File: src/hdl/lcrs_pkg.sv
// lcrs_pkg: shared types and constants for the largest colour region block
// used by lcrs_cell and largest_colour_region_size, depends on nothing
`timescale 1ns / 1ps

package lcrs_pkg;

    localparam int NODE_COUNT_DEF   = 32;
    localparam int COLOUR_COUNT_DEF = 8;

    localparam int INDEX_W  = 5;
    localparam int COLOUR_W = 3;
    localparam int MASK_W   = 32;
    localparam int SIZE_W   = 6;
    localparam int REQ_W    = 2;
    localparam int IN_W     = INDEX_W + COLOUR_W + MASK_W;
    localparam int IN_DATA_W  = ((IN_W + 7) / 8) * 8;
    localparam int OUT_DATA_W = ((SIZE_W + 7) / 8) * 8;

    localparam logic [SIZE_W-1:0] SIZE_SAT = '1;

    localparam logic [REQ_W-1:0] REQ_WR_COLOUR = 2'd0;
    localparam logic [REQ_W-1:0] REQ_WR_ROW    = 2'd1;
    localparam logic [REQ_W-1:0] REQ_QUERY     = 2'd2;

    // broadcast from the controller to every cell
    typedef struct packed {
        logic                wr_colour;
        logic                wr_row;
        logic                start;
        logic                mark;
        logic [INDEX_W-1:0]  node_index;
        logic [COLOUR_W-1:0] colour;
    } bus_t;

    // flags of the flood token walking down the chain
    typedef struct packed {
        logic valid;
        logic seeded;
        logic changed;
    } tok_t;

endpackage

File: src/hdl/largest_colour_region_size.sv
// largest_colour_region_size: top level with the request controller and the cell chain
// uses lcrs_pkg and lcrs_cell
`timescale 1ns / 1ps

// usage
//   s_axis carries requests: tuser is the request kind, tdata the node index,
//   colour and neighbour mask. colour and row writes give no result. a query
//   gives one transaction on m_axis with the size of the largest region of
//   nodes of that colour, 0 when no node has it.
// query passes
//   a query sends a flood token down the chain of NODE_COUNT cells, one cell
//   a cycle. each pass either finds a new seed or widens the current region; a
//   region is done after a pass that adds nothing behind the token, and a last
//   pass finds no seed. there is one pass per region, one more each time a pass
//   reaches a node behind the token, and the last one; s_axis is not ready
//   while a query runs.
// reset
//   rst_n clears every colour to 0 and every row to no edges, and drops any
//   pending result.
// stalls
//   a finished result waits in the output register; writes and a new query
//   are still taken meanwhile, and a second query holds its answer until the
//   output register is free.
module largest_colour_region_size #(
    parameter int NODE_COUNT   = lcrs_pkg::NODE_COUNT_DEF,
    parameter int COLOUR_COUNT = lcrs_pkg::COLOUR_COUNT_DEF
) (
    input  logic                                clk,
    input  logic                                rst_n,
    input  logic                                s_axis_tvalid,
    output logic                                s_axis_tready,
    // from bit 0: node_index[4:0], colour[7:5], neighbour_mask[39:8]
    input  logic [lcrs_pkg::IN_DATA_W-1:0]      s_axis_tdata,
    // from bit 0: req_type[1:0]
    input  logic [lcrs_pkg::REQ_W-1:0]          s_axis_tuser,
    output logic                                m_axis_tvalid,
    input  logic                                m_axis_tready,
    // from bit 0: region_size[5:0]
    output logic [lcrs_pkg::OUT_DATA_W-1:0]     m_axis_tdata
);

    localparam int CNT_W    = $clog2(NODE_COUNT + 1);
    localparam int WIDE_W   = (NODE_COUNT > lcrs_pkg::MASK_W) ? NODE_COUNT : lcrs_pkg::MASK_W;

    localparam logic [1:0] ST_IDLE = 2'd0;
    localparam logic [1:0] ST_RUN  = 2'd1;
    localparam logic [1:0] ST_DONE = 2'd2;

    logic [1:0] state_reg, state_next;
    lcrs_pkg::tok_t         inj_tok_reg, inj_tok_next;
    logic [NODE_COUNT-1:0]  inj_reach_reg, inj_reach_next;
    logic [lcrs_pkg::SIZE_W-1:0] best_reg, best_next;
    logic                   out_valid_reg, out_valid_next;
    logic [lcrs_pkg::SIZE_W-1:0] out_data_reg, out_data_next;

    logic                          in_accept;
    logic [lcrs_pkg::INDEX_W-1:0]  in_index;
    logic [lcrs_pkg::COLOUR_W-1:0] in_colour;
    logic [lcrs_pkg::MASK_W-1:0]   in_mask;
    logic [WIDE_W-1:0]             mask_wide;
    logic [NODE_COUNT-1:0]         wr_row;
    lcrs_pkg::bus_t                bus;
    logic                          index_ok;
    logic                          colour_ok;

    lcrs_pkg::tok_t        tok   [0:NODE_COUNT];
    logic [NODE_COUNT-1:0] reach [0:NODE_COUNT];
    logic [CNT_W-1:0]      cnt   [0:NODE_COUNT];

    lcrs_pkg::tok_t        tok_last;
    logic [NODE_COUNT-1:0] reach_last;
    logic [CNT_W-1:0]      cnt_last;
    logic                  region_done;
    logic [lcrs_pkg::SIZE_W-1:0] region_size;

    assign in_index  = s_axis_tdata[lcrs_pkg::INDEX_W-1:0];
    assign in_colour = s_axis_tdata[lcrs_pkg::INDEX_W +: lcrs_pkg::COLOUR_W];
    assign in_mask   = s_axis_tdata[lcrs_pkg::INDEX_W + lcrs_pkg::COLOUR_W +: lcrs_pkg::MASK_W];
    assign mask_wide = WIDE_W'(in_mask);
    assign wr_row    = mask_wide[NODE_COUNT-1:0];

    assign s_axis_tready = (state_reg == ST_IDLE);
    assign in_accept     = s_axis_tvalid & s_axis_tready;
    assign index_ok      = (int'(in_index) < NODE_COUNT);
    assign colour_ok     = (int'(in_colour) < COLOUR_COUNT);

    assign tok_last    = tok[NODE_COUNT];
    assign reach_last  = reach[NODE_COUNT];
    assign cnt_last    = cnt[NODE_COUNT];
    // token back with a seed and nothing added behind it: region complete
    assign region_done = (state_reg == ST_RUN) & tok_last.valid & tok_last.seeded
                         & ~tok_last.changed;
    assign region_size = (int'(cnt_last) > int'(lcrs_pkg::SIZE_SAT)) ?
                         lcrs_pkg::SIZE_SAT : lcrs_pkg::SIZE_W'(cnt_last);

    always_comb
    begin
        bus.wr_colour  = in_accept & (s_axis_tuser == lcrs_pkg::REQ_WR_COLOUR)
                         & index_ok & colour_ok;
        bus.wr_row     = in_accept & (s_axis_tuser == lcrs_pkg::REQ_WR_ROW) & index_ok;
        bus.start      = in_accept & (s_axis_tuser == lcrs_pkg::REQ_QUERY);
        bus.mark       = region_done;
        bus.node_index = in_index;
        bus.colour     = in_colour;
    end

    assign tok[0]   = inj_tok_reg;
    assign reach[0] = inj_reach_reg;
    assign cnt[0]   = '0;

    genvar g;
    generate
        for (g = 0; g < NODE_COUNT; g++)
        begin : g_cell
            lcrs_cell #(
                .NODE_COUNT (NODE_COUNT),
                .CNT_W      (CNT_W),
                .IDX        (g)
            ) u_cell (
                .clk        (clk),
                .rst_n      (rst_n),
                .bus        (bus),
                .wr_row     (wr_row),
                .mark_reach (reach_last),
                .tok_in     (tok[g]),
                .reach_in   (reach[g]),
                .count_in   (cnt[g]),
                .tok_out    (tok[g+1]),
                .reach_out  (reach[g+1]),
                .count_out  (cnt[g+1])
            );
        end
    endgenerate

    always_comb
    begin
        state_next     = state_reg;
        inj_tok_next   = '0;
        inj_reach_next = '0;
        best_next      = best_reg;
        out_valid_next = out_valid_reg & ~m_axis_tready;
        out_data_next  = out_data_reg;
        unique case (state_reg)
            ST_IDLE:
            begin
                if (bus.start)
                begin
                    inj_tok_next.valid = 1'b1;
                    best_next          = '0;
                    state_next         = ST_RUN;
                end
            end
            ST_RUN:
            begin
                if (tok_last.valid)
                begin
                    if (!tok_last.seeded)
                    begin
                        state_next = ST_DONE;
                    end
                    else if (tok_last.changed)
                    begin
                        inj_tok_next.valid  = 1'b1;
                        inj_tok_next.seeded = 1'b1;
                        inj_reach_next      = reach_last;
                    end
                    else
                    begin
                        inj_tok_next.valid = 1'b1;
                        if (region_size > best_reg)
                        begin
                            best_next = region_size;
                        end
                    end
                end
            end
            ST_DONE:
            begin
                if (!out_valid_reg || m_axis_tready)
                begin
                    out_valid_next = 1'b1;
                    out_data_next  = best_reg;
                    state_next     = ST_IDLE;
                end
            end
            default:
            begin
                state_next = ST_IDLE;
            end
        endcase
    end

    always_ff @(posedge clk or negedge rst_n)
    begin
        if (!rst_n)
        begin
            state_reg     <= ST_IDLE;
            inj_tok_reg   <= '0;
            out_valid_reg <= 1'b0;
            best_reg      <= '0;
        end
        else
        begin
            state_reg     <= state_next;
            inj_tok_reg   <= inj_tok_next;
            out_valid_reg <= out_valid_next;
            best_reg      <= best_next;
        end
    end

    always_ff @(posedge clk)
    begin
        inj_reach_reg <= inj_reach_next;
        out_data_reg  <= out_data_next;
    end

    assign m_axis_tvalid = out_valid_reg;
    assign m_axis_tdata  = lcrs_pkg::OUT_DATA_W'(out_data_reg);

endmodule

File: src/hdl/lcrs_cell.sv
// lcrs_cell: one graph node, holding its colour, neighbour row and flood bits
// passes the flood token on to the next cell each cycle; uses lcrs_pkg
`timescale 1ns / 1ps

module lcrs_cell #(
    parameter int NODE_COUNT = lcrs_pkg::NODE_COUNT_DEF,
    parameter int CNT_W      = $clog2(lcrs_pkg::NODE_COUNT_DEF + 1),
    parameter int IDX        = 0
) (
    input  logic                    clk,
    input  logic                    rst_n,
    input  lcrs_pkg::bus_t          bus,
    input  logic [NODE_COUNT-1:0]   wr_row,
    input  logic [NODE_COUNT-1:0]   mark_reach,
    input  lcrs_pkg::tok_t          tok_in,
    input  logic [NODE_COUNT-1:0]   reach_in,
    input  logic [CNT_W-1:0]        count_in,
    output lcrs_pkg::tok_t          tok_out,
    output logic [NODE_COUNT-1:0]   reach_out,
    output logic [CNT_W-1:0]        count_out
);

    localparam logic [NODE_COUNT-1:0] OWN_BIT  = NODE_COUNT'(1) << IDX;
    localparam logic [NODE_COUNT-1:0] LOW_MASK = OWN_BIT - NODE_COUNT'(1);

    logic [lcrs_pkg::COLOUR_W-1:0] colour_reg;
    logic [NODE_COUNT-1:0]         row_reg;
    logic                          member_reg;
    logic                          visited_reg;

    logic                  eligible;
    logic                  seed_here;
    logic                  active;
    logic [NODE_COUNT-1:0] reach_seeded;
    logic [NODE_COUNT-1:0] reach_next;
    logic                  changed_next;
    logic [CNT_W-1:0]      count_next;
    logic                  addressed;

    assign addressed = (int'(bus.node_index) == IDX);
    assign eligible  = member_reg & ~visited_reg;
    assign seed_here = tok_in.valid & ~tok_in.seeded & eligible;

    always_comb
    begin
        reach_seeded = reach_in | (seed_here ? OWN_BIT : '0);
        active       = tok_in.valid & reach_seeded[IDX] & eligible;
        reach_next   = active ? (reach_seeded | row_reg) : reach_seeded;
        // a new bit behind this cell needs one more pass
        changed_next = tok_in.changed |
                       (active & (|(row_reg & ~reach_seeded & LOW_MASK)));
        count_next   = count_in + CNT_W'(active);
    end

    always_ff @(posedge clk or negedge rst_n)
    begin
        if (!rst_n)
        begin
            colour_reg  <= '0;
            row_reg     <= '0;
            member_reg  <= 1'b0;
            visited_reg <= 1'b0;
            tok_out     <= '0;
        end
        else
        begin
            if (bus.wr_colour && addressed)
            begin
                colour_reg <= bus.colour;
            end
            if (bus.wr_row && addressed)
            begin
                row_reg <= wr_row & ~OWN_BIT;
            end
            if (bus.start)
            begin
                member_reg  <= (colour_reg == bus.colour);
                visited_reg <= 1'b0;
            end
            else if (bus.mark)
            begin
                visited_reg <= visited_reg | (mark_reach[IDX] & member_reg);
            end
            tok_out.valid   <= tok_in.valid;
            tok_out.seeded  <= tok_in.seeded | seed_here;
            tok_out.changed <= changed_next;
        end
    end

    always_ff @(posedge clk)
    begin
        reach_out <= reach_next;
        count_out <= count_next;
    end

endmodule

File: config.mk
export PLATFORM = sky130hd
export DESIGN_NAME = largest_colour_region_size
export DESIGN_NICKNAME = d
export VERILOG_FILES = /design/src/hdl/lcrs_pkg.sv /design/src/hdl/largest_colour_region_size.sv /design/src/hdl/lcrs_cell.sv
export SDC_FILE = /design/constraint.sdc
export NUM_CORES = 2
export LEC_CHECK = 0
export BUFFER_PORTS_ARGS = -buffer_cell sky130_fd_sc_hd__clkbuf_2
export CAP_MARGIN = 5
export CORE_UTILIZATION = 31
export DETAILED_ROUTE_END_ITERATION = 7
export PLACE_DENSITY_LB_ADDON = 0.15
export SLEW_MARGIN = 20
export SYNTH_ARGS = -nofsm -noshare
export SYNTH_HDL_FRONTEND = slang
export SYNTH_SLANG_ARGS = --single-unit
File: constraint.sdc
create_clock -name clk -period 2.5 [get_ports clk]
set_clock_uncertainty 0.2 [all_clocks]
set_input_delay 0.25 -clock clk [delete_from_list [all_inputs] [get_ports clk]]
set_output_delay 0.25 -clock clk [all_outputs]
set_load 0.005 [all_outputs]
Yosys cells after proc, flatten, opt, wreduce, memory -nomap -nowiden
Index checks and enable logic that the tools add are counted.
{"block": "classes", "n_reduce_logical": 105, "order_cmp": 1, "eq_ne": 74, "bitwise": 517, "add_sub_neg": 31, "n_mux": 147}
{"operator": "32-bit two-way mux", "n": 33}
{"operator": "32-bit OR", "n": 33}
{"operator": "1-bit bitwise AND", "n": 232}
{"operator": "6-bit by 1-bit adder with 6-bit output", "n": 30}
{"operator": "3-bit equality test", "n": 32}
{"operator": "1-bit OR", "n": 94}
{"operator": "5-bit equality test (second input constant)", "n": 16}
{"operator": "1-bit two-way mux", "n": 70}
{"operator": "1-bit NOT", "n": 67}
{"operator": "1-bit logical AND", "n": 64}
{"operator": "32-bit by 31-bit OR with 32-bit output", "n": 2}
{"operator": "5-bit by 4-bit equality test with 1-bit output (second input constant)", "n": 8}
{"operator": "6-bit two-way mux", "n": 6}
{"operator": "32-bit by 10-bit OR with 32-bit output", "n": 1}
{"operator": "32-bit by 11-bit OR with 32-bit output", "n": 1}
{"operator": "32-bit by 12-bit OR with 32-bit output", "n": 1}
{"operator": "32-bit by 13-bit OR with 32-bit output", "n": 1}
{"operator": "32-bit by 14-bit OR with 32-bit output", "n": 1}
{"operator": "32-bit by 15-bit OR with 32-bit output", "n": 1}
{"operator": "32-bit by 16-bit OR with 32-bit output", "n": 1}
{"operator": "32-bit by 17-bit OR with 32-bit output", "n": 1}
{"operator": "32-bit by 18-bit OR with 32-bit output", "n": 1}
{"operator": "32-bit by 19-bit OR with 32-bit output", "n": 1}
{"operator": "32-bit by 2-bit OR with 32-bit output", "n": 1}
{"operator": "other kinds (157)", "n": 177}
{"block": "word_totals", "regBits": 2507}

Longest topological paths before layout
{"block": "logic_depth", "ltp_word": 10, "ltp_mapped": 8}

By module
Synthesis repeated with hierarchy kept, for this count alone.
{"block": "hier_totals", "hier_cells": 6580, "hier_area_um2": 92253.5}
{"module": "lcrs_cell at g_cell[31].u_cell", "cells_each": 226, "seq_area_each_um2": 1736.7, "area_per_inst_um2": 3000.4, "instances": 1}
{"module": "lcrs_cell at g_cell[30].u_cell", "cells_each": 224, "seq_area_each_um2": 1736.7, "area_per_inst_um2": 2939.1, "instances": 1}
{"module": "lcrs_cell at g_cell[29].u_cell", "cells_each": 222, "seq_area_each_um2": 1736.7, "area_per_inst_um2": 2931.6, "instances": 1}
{"module": "lcrs_cell at g_cell[26].u_cell", "cells_each": 216, "seq_area_each_um2": 1736.7, "area_per_inst_um2": 2925.3, "instances": 1}
{"module": "lcrs_cell at g_cell[25].u_cell", "cells_each": 214, "seq_area_each_um2": 1736.7, "area_per_inst_um2": 2905.3, "instances": 1}
{"module": "lcrs_cell at g_cell[24].u_cell", "cells_each": 215, "seq_area_each_um2": 1736.7, "area_per_inst_um2": 2899.0, "instances": 1}
{"module": "lcrs_cell at g_cell[19].u_cell", "cells_each": 206, "seq_area_each_um2": 1736.7, "area_per_inst_um2": 2890.3, "instances": 1}
{"module": "lcrs_cell at g_cell[22].u_cell", "cells_each": 211, "seq_area_each_um2": 1736.7, "area_per_inst_um2": 2877.8, "instances": 1}
{"module": "lcrs_cell at g_cell[21].u_cell", "cells_each": 209, "seq_area_each_um2": 1736.7, "area_per_inst_um2": 2872.8, "instances": 1}
{"module": "lcrs_cell at g_cell[20].u_cell", "cells_each": 209, "seq_area_each_um2": 1736.7, "area_per_inst_um2": 2867.8, "instances": 1}
{"module": "lcrs_cell at g_cell[14].u_cell", "cells_each": 201, "seq_area_each_um2": 1736.7, "area_per_inst_um2": 2855.2, "instances": 1}
{"module": "lcrs_cell at g_cell[18].u_cell", "cells_each": 208, "seq_area_each_um2": 1736.7, "area_per_inst_um2": 2855.2, "instances": 1}
{"module": "lcrs_cell at g_cell[16].u_cell", "cells_each": 203, "seq_area_each_um2": 1736.7, "area_per_inst_um2": 2849.0, "instances": 1}
{"module": "lcrs_cell at g_cell[17].u_cell", "cells_each": 205, "seq_area_each_um2": 1736.7, "area_per_inst_um2": 2847.7, "instances": 1}
{"module": "19 more rows"}

Worst setup path before layout
OpenSTA, ideal clock, no wires.
{"block": "synth_timing", "kind": "flip-flop to flip-flop", "start": "register state_reg[1]", "end": "register g_cell[13].u_cell.row_reg[30]", "arrival_time_ns": 1.884, "setup_time_ns": 0.125, "n_path_buf": 1, "setup_slack_ns": 0.292, "stages_incl_launch_ff": 6, "t_required_ns": 2.175, "path_cell_list": "dfrtp_1 nor3_4 nand4_2 nor3_1 buf_2 mux2_2"}
{"block": "synth_between", "elab_chain_len": 4}
{"element": "start: declaration", "line": "largest_colour_region_size.sv:49", "source": "logic [1:0] state_reg, state_next;"}
{"element": "start signal: assignment", "line": "largest_colour_region_size.sv:204", "source": "state_reg <= state_next;"}
{"element": "2-bit logical NOT", "line": "largest_colour_region_size.sv:82", "source": "assign s_axis_tready = (state_reg == ST_IDLE);"}
{"element": "1-bit bitwise AND", "line": "largest_colour_region_size.sv:83", "source": "assign in_accept = s_axis_tvalid & s_axis_tready;"}
{"element": "1-bit bitwise AND", "line": "largest_colour_region_size.sv:100", "source": "bus.wr_row = in_accept & (s_axis_tuser == lcrs_pkg::REQ_WR_ROW) & index_ok;"}
{"element": "1-bit logical AND", "line": "lcrs_cell.sv:71", "source": "if (bus.wr_row && addressed)"}
{"element": "end signal: assignment", "line": "lcrs_cell.sv:73", "source": "row_reg <= wr_row & ~OWN_BIT;"}
{"element": "end: declaration", "line": "lcrs_cell.sv:27", "source": "logic [NODE_COUNT-1:0] row_reg;"}
Every way passes these cells.
A chain may end at the register's enable or synchronous reset.

Worst setup path in the final report
{"block": "layout_timing", "start": "register state_reg[0]", "end": "register g_cell[13].u_cell.row_reg[3]"}
The elaborated chain is that of the path after synthesis.

==> impl_results.md <==
- Max FFs per register: between 1000 and 1500
- GRT overflow: 0
- Area leader, netlist: dfrtp_1
- Crit. End Element: flip-flop
- Hold Slack: approximately 6.2 ps
- Die Wd: roughly 530 um
- CP startpoint kind: flip-flop
- Placer Congestion: 0.783
- Cells after Synth: a little under 7000
- Yosys cell types: 48
- Total track usage: between 10% and 20%
- Critical path arrival: 2900 ps
- Reg2reg path depth: 8
- HPWL Detailed: about 160 mm
- Main combinational cell family by area after synthesis: multiplexers
- Post-synthesis xor/xnor area fraction: between 2 and 2.5%
- Area fraction of the dominant cell type after synthesis: between 30% and 40%
- CTS tree: yes
- Peak Freq: around 420 MHz
- P_int: about 67 mW
- Tmin final: about 2400 ps
- Worst Setup Path Type: flip-flop to flip-flop
- Root Buffer Master: clkbuf_16
- Routed Antenna Nets: 0
- First-pass GRT wire length: ~370 mm
- RSZ-0062 raised after global routing: false
- Die area: between 200000 and 300000 sq um
- Seq/Total Area, Yosys: between 60% and 70%
- Critical path's top delay family: buffers and inverters
- Initial Util: ~31%
- Clk network pwr share: between 40 and 50%
- Max VDD drop: a little under 0.5 mV
- Routed vias/inst: approximately 4.6
- Crit-path cells: nor3_4 -> buf_12 -> nand4_2 -> buf_12 -> nor3_4 -> buf_12 -> clkbuf_16 -> mux2_2
- Post-Synth Adder-Cell Area: 0.963%
- Routed len/inst: about 23 um
- Post-synthesis compound-gate area fraction: a little under an eighth
- Lkg Pwr: roughly 55 nW
- Simple-gate share of the synthesized area: approximately 4.4%
- CORE AREA: approximately 280000 sq um
- Sw Share: between 20% and 30%
- Synthesis warning total: 0
- Initial antenna violation count: 27
- Power Total: approximately 85 mW
- Setup violators final: 0
- DRC: 0
- Buf+Inv Stages, Crit Path: 4
- Crit share post-route: a little over nine tenths
- Fraction of layout instances using a drive strength above 1: 22.6%
- Comb pwr share: 3.2%
- Port Buffers: 53
- Post-synth top flop: dfrtp_1
- Area growth from synthesis to final layout: 18.6%
- Synthesized cell area: about 87000 sq um
- Ranking of synthesized cells by area: dfrtp_1, dfxtp_1, mux2_2, a21o_1, inv_1
- Rel. slew slack: 23.9%
- WL final: ~250 mm
- Most common cell in the synthesized netlist: dfrtp_1
- Vias: just over 50000
- Number of cells on the worst hold path: 3
- # IOs: 56
- Synthesized area per cell: 12.8 sq um
- Slew Viols, Final: 0
- Async SR Flop Fraction: 50.4%
- Number of global-route vias before repair: 53700
- CTS sink cnt: 2497
- CP max stage delay: ~440 ps
- Cell repeated most along the worst path: buf_12
- Initial DRC Count: roughly 2900
- Clock Latency Late Sink: roughly 860 ps
- Tightest Pin Transition: about 1100 ps
- Worst Path Required: between 3000 and 4000 ps
- Sequential power share: 48.1%
- CTS H-tree depth: 5
- HP Class: primary input to flip-flop
- 1st-pass router iterations: 6
- FP Rows: 194
- Clock-pin transition on the worst setup and hold timing paths: ~60 ps
- Worst path slowest cell: dfrtp_1
- Cts bufs inserted: ~280
- Pwr dens: a little over 800 nW/um^2
- Clock buffer depth: 4
- Synthesis-stage register bit count: 2497
- Final Hold Fails: 0
- Post-synthesis mux area share: 12.4%
- Outcome: finished clean
- Crit Path Max Fanout: 17
- Final #Nets: about 7100
- Number of flops mapped to enable cells by yosys: 6
- Commonest cells in the netlist: dfrtp_1, dfxtp_1, a21o_1
- Largest net degree at the start of global routing: between 100 and 150
- Psw: around 19 mW
- Die Ht: between 500 and 600 um
- Cell count along the critical path: 8
- Total of max-cap violations: 0
## cell type report
class	instances	area, sq um
Inverter	471	1770
Clock buffer	423	8360
Fill cell	26700	176000
Tap cell	3724	4660
Multi-Input combinational cell	3473	27800
Antenna cell	8	20.0
Sequential cell	2497	56300
Timing Repair Buffer	314	3410
Clock inverter	69	917
## metrics by stage
step	setup slack, ps	utilization [%]	instance area (sq um)	instances	TNS (ps)
floorplan	292	-	87100	6792	0
global placement	28.0	33.5	93500	10400	0
detailed placement	-8.64	33.5	93600	10400	-8.64
CTS	83.4	36.9	103000	11000	0
global route	9.26	37.0	103000	11000	0
finish	105	37.0	103000	11000	0
## worst reg2reg max path: cells and delay by family, from the launching register on
family | cells | cell delay [ps]
buffers and inverters | 4 | 690
AND/OR/NAND/NOR | 3 | 570
flip-flops | 1 | 440
multiplexers | 1 | 370
## final timing paths
path                                              from                             to  slack (ps)
max                                       state_reg[0]   g_cell[13].u_cell.row_reg[3]         110
min                                   s_axis_tdata[27]  g_cell[23].u_cell.row_reg[19]           6
max reg2reg                               state_reg[0]   g_cell[13].u_cell.row_reg[3]         110
min reg2reg                g_cell[8].u_cell.tok_out[2]    g_cell[9].u_cell.tok_out[2]         180
max in group asynchronous                        rst_n    g_cell[7].u_cell.tok_out[1]         380
min in group asynchronous                        rst_n    g_cell[3].u_cell.row_reg[9]         540
## power groups by stage
stage                     Clock (mW)  Combinational, mW  Sequential, mW
after detailed placement           0               2.78            42.0
after floorplan                    0               1.19            41.8
after global placement             0               2.75            41.9
after CTS                       42.8               2.86            41.1
final                           41.6               2.75            41.1
after global routing            44.4               3.04            41.2
## cell families (layout without fill, tap and decap cells)
logic type / Yosys count / in the layout
DFF: 2497 / 2497
AOI/OAI and AO/OA: 1453 / 1453
muxes: 956 / 956
buffers and inverters: 822 / 1277
and+or+nand+nor: 789 / 789
xor gates and xnor gates: 206 / 206
adders and majority gates: 67 / 67
other: 1 / 10
## metal layers
metal | part of all wire, % | up-vias | GRT usage, % | routed length [um]
met3 | 4.0 | 347 | 2.63 | 9840
met2 | 46 | 848 | 28.1 | 115000
met4 | 2.9 | 2 | 5.57 | 7200
met1 | 47 | 25700 | 24.2 | 116000
met5 | 0.0052 | - | 0 | 13
li1 | - | 23800 | - | -
## layout by cell type (no fill, tap or decap), types with 138 or more instances in the layout
master,Yosys,final
o21ai_0,172,172
a21o_1,955,955
nand2_1,373,373
dfxtp_1,1233,1233
buf_4,10,138
clkbuf_16,0,289
o22ai_1,168,168
mux2_2,887,887
inv_1,471,471
dfrtp_1,1258,1258
## repair_timing
| item | 4_1_cts | 5_1_grt |
|---|---|---|
| endpoints found under the hold margin | 1898 | 0 |
| gates cloned | 0 | 1 |
| endpoints found under the setup margin | 8 | 3 |
| gates resized for setup | 0 | 2 |
| pin swaps | 1 | 1 |
| buffers inserted | 1 | 1 |
| hold buffers | 37 | 0 |
Power figures use the tool's default switching activity.
